===== src/hdl/ocl_pkg.sv =====
// Shared types, constants and codes for the octree point locator.
`timescale 1ns / 1ps

package ocl_pkg;

  // Table sizes and descent limit
  localparam int NODE_DEPTH  = 1024;
  localparam int FLOOR_DEPTH = 4096;
  localparam int LEVELS      = 31;
  localparam int COORD_BITS  = 31;

  // Field widths
  localparam int MODE_W  = 2;
  localparam int ADDR_W  = 12;
  localparam int SLOT_W  = 3;
  localparam int WORD_W  = 32;
  localparam int ID_W    = 14;
  localparam int ROOT_W  = 13;
  localparam int DIMS_W  = 2;
  localparam int START_W = 13;
  localparam int COUNT_W = 12;

  localparam int NODE_AW     = $clog2(NODE_DEPTH);
  localparam int NODE_MEM_AW = NODE_AW + SLOT_W;
  localparam int NODE_WORDS  = NODE_DEPTH * 8;
  localparam int FLOOR_AW    = $clog2(FLOOR_DEPTH);
  localparam int LEVEL_W     = $clog2(LEVELS + 1);

  // Stream packing
  localparam int IN_BITS    = ADDR_W + SLOT_W + WORD_W + 3 * COORD_BITS;
  localparam int IN_TDATA_W = ((IN_BITS + 7) / 8) * 8;
  localparam int OUT_BITS   = START_W + COUNT_W;
  localparam int OUT_TDATA_W = ((OUT_BITS + 7) / 8) * 8;
  localparam int OUT_TUSER_W = 2;

  // Item modes
  localparam logic [MODE_W-1:0] MODE_NODE  = 2'd0;
  localparam logic [MODE_W-1:0] MODE_FLOOR = 2'd1;
  localparam logic [MODE_W-1:0] MODE_QUERY = 2'd2;

  // Configuration register indexes
  localparam logic CFG_DIMS = 1'b0;
  localparam logic CFG_ROOT = 1'b1;

  localparam logic [DIMS_W-1:0] DIMS_RESET = 2'd3;

  typedef struct packed {
    logic [COORD_BITS-1:0] z;
    logic [COORD_BITS-1:0] y;
    logic [COORD_BITS-1:0] x;
    logic [WORD_W-1:0]     word;
    logic [SLOT_W-1:0]     slot;
    logic [ADDR_W-1:0]     address;
  } in_item_t;

  typedef enum logic [1:0] {
    EMIT_EMPTY,
    EMIT_DERR,
    EMIT_FLOOR
  } emit_t;

  typedef enum logic [1:0] {
    ST_IDLE,
    ST_DESCEND,
    ST_FLOOR
  } state_t;

  // Controller to datapath
  typedef struct packed {
    logic  load;
    logic  node_rd;
    logic  floor_rd;
    logic  emit;
    emit_t emit_kind;
  } cmd_t;

  // Datapath to controller
  typedef struct packed {
    logic id_pos;
    logic id_neg;
    logic level_max;
    logic node_oob;
    logic floor_oob;
    logic out_free;
  } status_t;

endpackage


===== src/hdl/ocl_ctrl.sv =====
// Descent controller: sequences the node reads, the floor read and the result beat.
`timescale 1ns / 1ps

module ocl_ctrl (
  input  logic                          clk,
  input  logic                          rst,
  input  logic                          in_accept,
  input  logic [ocl_pkg::MODE_W-1:0]    in_mode,
  input  ocl_pkg::status_t              status,
  output ocl_pkg::cmd_t                 cmd,
  output logic                          in_ready
);

  ocl_pkg::state_t state, state_next;

  logic descend_on;
  logic floor_go;

  assign descend_on = status.id_pos && !status.level_max && !status.node_oob;
  assign floor_go   = status.id_neg && !status.floor_oob;

  always_ff @(posedge clk) begin
    if (rst) begin
      state <= ocl_pkg::ST_IDLE;
    end else begin
      state <= state_next;
    end
  end

  always_comb begin
    state_next = state;
    case (state)
      ocl_pkg::ST_IDLE: begin
        if (in_accept && in_mode == ocl_pkg::MODE_QUERY) state_next = ocl_pkg::ST_DESCEND;
      end
      ocl_pkg::ST_DESCEND: begin
        if (descend_on) begin
          state_next = ocl_pkg::ST_DESCEND;
        end else if (floor_go) begin
          state_next = ocl_pkg::ST_FLOOR;
        end else if (status.out_free) begin
          state_next = ocl_pkg::ST_IDLE;
        end
      end
      ocl_pkg::ST_FLOOR: begin
        if (status.out_free) state_next = ocl_pkg::ST_IDLE;
      end
      default: state_next = ocl_pkg::ST_IDLE;
    endcase
  end

  always_comb begin
    in_ready      = 1'b0;
    cmd.load      = 1'b0;
    cmd.node_rd   = 1'b0;
    cmd.floor_rd  = 1'b0;
    cmd.emit      = 1'b0;
    cmd.emit_kind = ocl_pkg::EMIT_EMPTY;
    case (state)
      ocl_pkg::ST_IDLE: begin
        in_ready = 1'b1;
        cmd.load = in_accept && in_mode == ocl_pkg::MODE_QUERY;
      end
      ocl_pkg::ST_DESCEND: begin
        if (descend_on) begin
          cmd.node_rd = 1'b1;
        end else if (floor_go) begin
          cmd.floor_rd = 1'b1;
        end else begin
          cmd.emit = status.out_free;
          // still a node after the last level: too deep
          cmd.emit_kind = (status.id_pos && status.level_max) ?
                          ocl_pkg::EMIT_DERR : ocl_pkg::EMIT_EMPTY;
        end
      end
      ocl_pkg::ST_FLOOR: begin
        cmd.emit      = status.out_free;
        cmd.emit_kind = ocl_pkg::EMIT_FLOOR;
      end
      default: in_ready = 1'b0;
    endcase
  end

endmodule


===== config.mk =====
export PLATFORM = sky130hd
export DESIGN_NAME = ocl_ctrl
export DESIGN_NICKNAME = d
export VERILOG_FILES = /design/src/hdl/ocl_pkg.sv /design/src/hdl/ocl_ctrl.sv
export SDC_FILE = /design/constraint.sdc
export NUM_CORES = 1
export LEC_CHECK = 0
export BUFFER_PORTS_ARGS = -buffer_cell sky130_fd_sc_hd__clkbuf_2
export CAP_MARGIN = 0
export CORE_AREA = 2 2 39 41
export DETAILED_ROUTE_END_ITERATION = 10
export DIE_AREA = 0 0 41 43
export GPL_ROUTABILITY_DRIVEN = 0
export MAX_ROUTING_LAYER = met4
export PLACE_DENSITY = 0.41
export SLEW_MARGIN = 20
export SYNTH_ARGS = -nofsm -noshare
export SYNTH_HDL_FRONTEND = slang
export SYNTH_SLANG_ARGS = --single-unit

===== constraint.sdc =====
create_clock -name clk -period 1.7 [get_ports clk]
set_clock_uncertainty 0.05 [all_clocks]
set_input_delay 0.255 -clock clk [delete_from_list [all_inputs] [get_ports clk]]
set_output_delay 0.255 -clock clk [all_outputs]
set_load 0.1 [all_outputs]

## Word level (Yosys, flattened, before mapping)

Index checks and enable logic that the tools add are counted.

- Eq/ne operators: 4
- Multiplexer cells: 14
- Reduce and logical (&&, ||, !) cells: 9

Operators by type and width:

| cell | count |
|---|---|
| 2-bit 2-to-1 mux | 5 |
| 2-bit one-hot mux with 3 select lines | 1 |
| 3-bit one-hot mux with 2 select lines | 1 |
| 1-bit logical AND | 5 |
| 1-bit 2-to-1 mux | 5 |
| 2-bit equality test, second input constant | 2 |
| 4-bit 2-to-1 mux | 1 |
| 1-bit logical NOT | 3 |
| 3-bit 2-to-1 mux | 1 |
| 2-bit by 1-bit equality test with 1-bit output, second input constant | 1 |
| 2-bit logical NOT | 1 |
| 2-bit inequality test, second input constant | 1 |

- Bits in registers: 2
- Input port bits: 11
- Word-level logic and storage cells: 28

## Logic depth before layout (Yosys ltp)

- Depth in word-level cells: 5
- Depth in mapped cells: 6
- Depth with buffers taken out: 6

## Least setup slack after synthesis

OpenSTA, ideal clock, no wires.

- Path type: reg-to-output
- Start: register state[0]
- End: output port cmd[0] in the netlist's numbering
- Arrival: 2.821 ns
- Data required time: 1.395 ns
- Slack: -1.426 ns
- Cell stages (with the launch flop): 5
- Path through: dfxtp_1 inv_1 ha_1 nand3_1 nor3_1

RTL lines:

| item | RTL line | source |
|---|---|---|
| start, declared | ocl_ctrl.sv:14 | `ocl_pkg::state_t state, state_next;` |
| start signal, assigned | ocl_ctrl.sv:24 | `state <= ocl_pkg::ST_IDLE;` |
| start signal, assigned | ocl_ctrl.sv:26 | `state <= state_next;` |
| end, declared | ocl_ctrl.sv:10 | `output ocl_pkg::cmd_t cmd,` |

==> results.json <==
{
  "ys_seq_area_share_pct": 15.7,
  "synth-compound-area-share_pct": 21.6,
  "grt_usage_pct": 9.21,
  "worst_setup_path_end_kind": "primary output",
  "portBuffers": 17,
  "cts_tree": "built",
  "finalCritPeriodShare_pct": 97.6,
  "overflow": 0,
  "ios": 18,
  "yosys.area_share.simple_pct": 35.8,
  "power_frac_seq_pct": 15.7,
  "worstSetupPathType": "register to primary output",
  "clkLatencyLatePin_ns": 0.23,
  "rsz0062_at_grt": "yes",
  "utilization_pct": 41.1,
  "worstPathRequired_ns": 1.39,
  "clock-sinks": 2,
  "viasPerCell": 4.40,
  "synth_top_family_by_area": "simple AND/OR/NAND/NOR gates",
  "grt_max_degree": 6,
  "area_delta_synth_final_pct": 123,
  "wl_per_cell_um": 9.04,
  "finalNetCount": 72,
  "clk_pin_slew_ns": 0.04,
  "fin_cells": 72,
  "die_x_um": 41,
  "rows": 14,
  "worstMarginPinSlew_ns": 0.281,
  "grt_pass1_vias": 292,
  "largest_register_ffs": 2,
  "synthXorXnorAreaFrac_pct": 0,
  "slew_violations": 0,
  "crit_chain": "inv_4 -> ha_4 -> nand3_4 -> nor3_4 -> buf_12",
  "synthTopCellsByArea": "ha_1 (20%), dfxtp_1 (16%), inv_1 (7.4%), a22o_1 (6.9%), or3b_4 (4.4%)",
  "drtAntennaViolNets": 0,
  "grt_pass1_wl_um": 1100,
  "regMostFlops": "state",
  "top_regs": "state: 2 flops",
  "initial_core_util_pct": 18.4,
  "cp-start-kind": "register",
  "drt_iter0_drc": 2,
  "hp-class": "input port to register",
  "drive_gt1_share_pct": 66.1,
  "synth.mux.area_fraction_pct": 0,
  "vias": 317,
  "antenna_found_initial": 0,
  "placed_cell_area_um2": 510,
  "synthAdderAreaFrac_pct": 19.6,
  "yosysUniqueCellTypes": 21,
  "dp.cells": 67,
  "p_int_mw": 0.237,
  "antenna_cells": 0,
  "coreArea_mm2": 0.00138,
  "dieArea_mm2": 0.00176,
  "clock_path_buffers": 2,
  "maxCapViolCount": 0,
  "dr.pass1.iters": 2,
  "drc_errors": 0,
  "yosys_warnings": 0,
  "critPathMaxStageDelay_ns": 0.38,
  "synth_area_um2": 255,
  "crit_slowest_cell": "dfxtp_4",
  "ys.flop_type": "dfxtp_1",
  "p_sw_mw": 0.195,
  "cts_max_level": 1,
  "root_buffer": "clkbuf_4",
  "arrival_ns": 1.35,
  "cellPowerDensity_mw_per_mm2": 759,
  "leakage_nw": 0.249,
  "finalHoldViolations": 0,
  "status": "completed",
  "ir_drop_mv": 0.206,
  "combPwrFrac_pct": 56.4,
  "syn_avg_cell_area_um2": 7.73,
  "die_h_um": 43,
  "slew_headroom_pct": 81.2,
  "max_freq_mhz": 603,
  "finalSetupViolCount": 0,
  "ys_seq_elements": 2,
  "numCtsBuffers": 3,
  "syn_inst": 33,
  "synth_top_area_share_pct": 19.6,
  "path_max_fanout": 4,
  "power_frac_clock_pct": 27.8,
  "yosys.area.top_type": "ha_1",
  "synth_edf_count": 0,
  "hpwl_um": 548,
  "period_minus_slack_ns": 1.66,
  "synth_nets": 48,
  "synth.most_common_cell": "inv_1",
  "drt-total-wl_um": 651,
  "switching_share_pct": 45.1,
  "synth_commonest_cells": "inv_1 (5), ha_1 (4)",
  "final_area_um2": 569,
  "synth-async-reset-ratio_pct": 0
}
-- placed cells by master (no fill, tap or decap), types with 2 or more instances in the layout --
| master | count |
|---|---|
| nand2_1 | 2 |
| inv_1 | 2 |
| clkbuf_4 | 3 |
| buf_4 | 4 |
| nor2_4 | 2 |
| inv_4 | 2 |
| dfxtp_4 | 2 |
| ha_4 | 3 |
| clkbuf_2 | 10 |
| a22o_1 | 2 |
| buf_12 | 5 |
-- cells by family (layout without fill, tap and decap cells) --
group / Yosys count / count (layout)
flops: 2 / 2
fa+ha+maj: 4 / 4
simple gates: 15 / 15
buf+inv: 5 / 28
compound gates: 7 / 7
-- repair_timing --
action	CTS	global route
cloned	0	0
setup buffers	1	0
hold buffers	0	0
pin swaps	1	0
gates resized for setup	3	2
endpoints found under the setup margin	1	2
-- power by group through the flow --
stage | sequential, mW | clock [mW] | combinational, mW
final | 0.0679 | 0.120 | 0.244
after global routing | 0.0698 | 0.136 | 0.260
after CTS | 0.0684 | 0.128 | 0.241
after detailed placement | 0.0628 | 0 | 0.235
after global placement | 0.0633 | 0 | 0.234
after floorplan | 0.0604 | 0 | 0.183
-- worst max-delay path: cells and delay by family, from the launching register on --
| kind | cells | cell delay, ns |
|---|---|---|
| adder cells (fa/ha/maj) | 1 | 0.28 |
| buffers and inverters | 2 | 0.25 |
| flip-flops | 1 | 0.38 |
| AND/OR/NAND/NOR | 2 | 0.21 |
-- final cells by class --
| class | instances | area (um2) |
|---|---|---|
| fillers | 135 | 815 |
| multi-input cells | 26 | 272 |
| repair buffers | 19 | 180 |
| flip-flops and latches | 2 | 47.5 |
| clock buffers | 4 | 26.3 |
| inverters | 5 | 23.8 |
| well taps | 16 | 20.0 |
-- worst paths after layout --
path	from	endpoint	slack, ns	cells past startpoint
max	state[1]	cmd[0]	0.04	5
min	rst	state[1]	0.33	3
min reg2reg	state[0]	state[0]	0.51	1
max reg2reg	state[1]	state[0]	0.25	5
-- through the flow --
stage	total power [mW]	setup WS [ns]	setup TNS (ns)	hold slack (ns)
after detailed placement	0.297	0.120	0	0.485
after floorplan	0.243	-0.140	-0.140	0.448
after global placement	0.298	0.125	0	0.481
after global routing	0.466	-0.0194	-0.0305	0.338
after CTS	0.437	0.00134	0	0.324
final	0.432	0.0407	0	0.333
-- per-layer routing --
| metal | GRT usage (%) | part of all wire [%] | vias to the layer above | wire length [um] |
|---|---|---|---|---|
| li1 | - | - | 164 | - |
| met1 | 12.0 | 45 | 148 | 295 |
| met2 | 12.5 | 51 | 5 | 335 |
| met3 | 0 | 3.1 | 0 | 20 |
| met4 | 8.00 | 0 | 0 | 0 |
| met5 | - | 0 | - | 0 |
(Power assumes the default switching activity.)
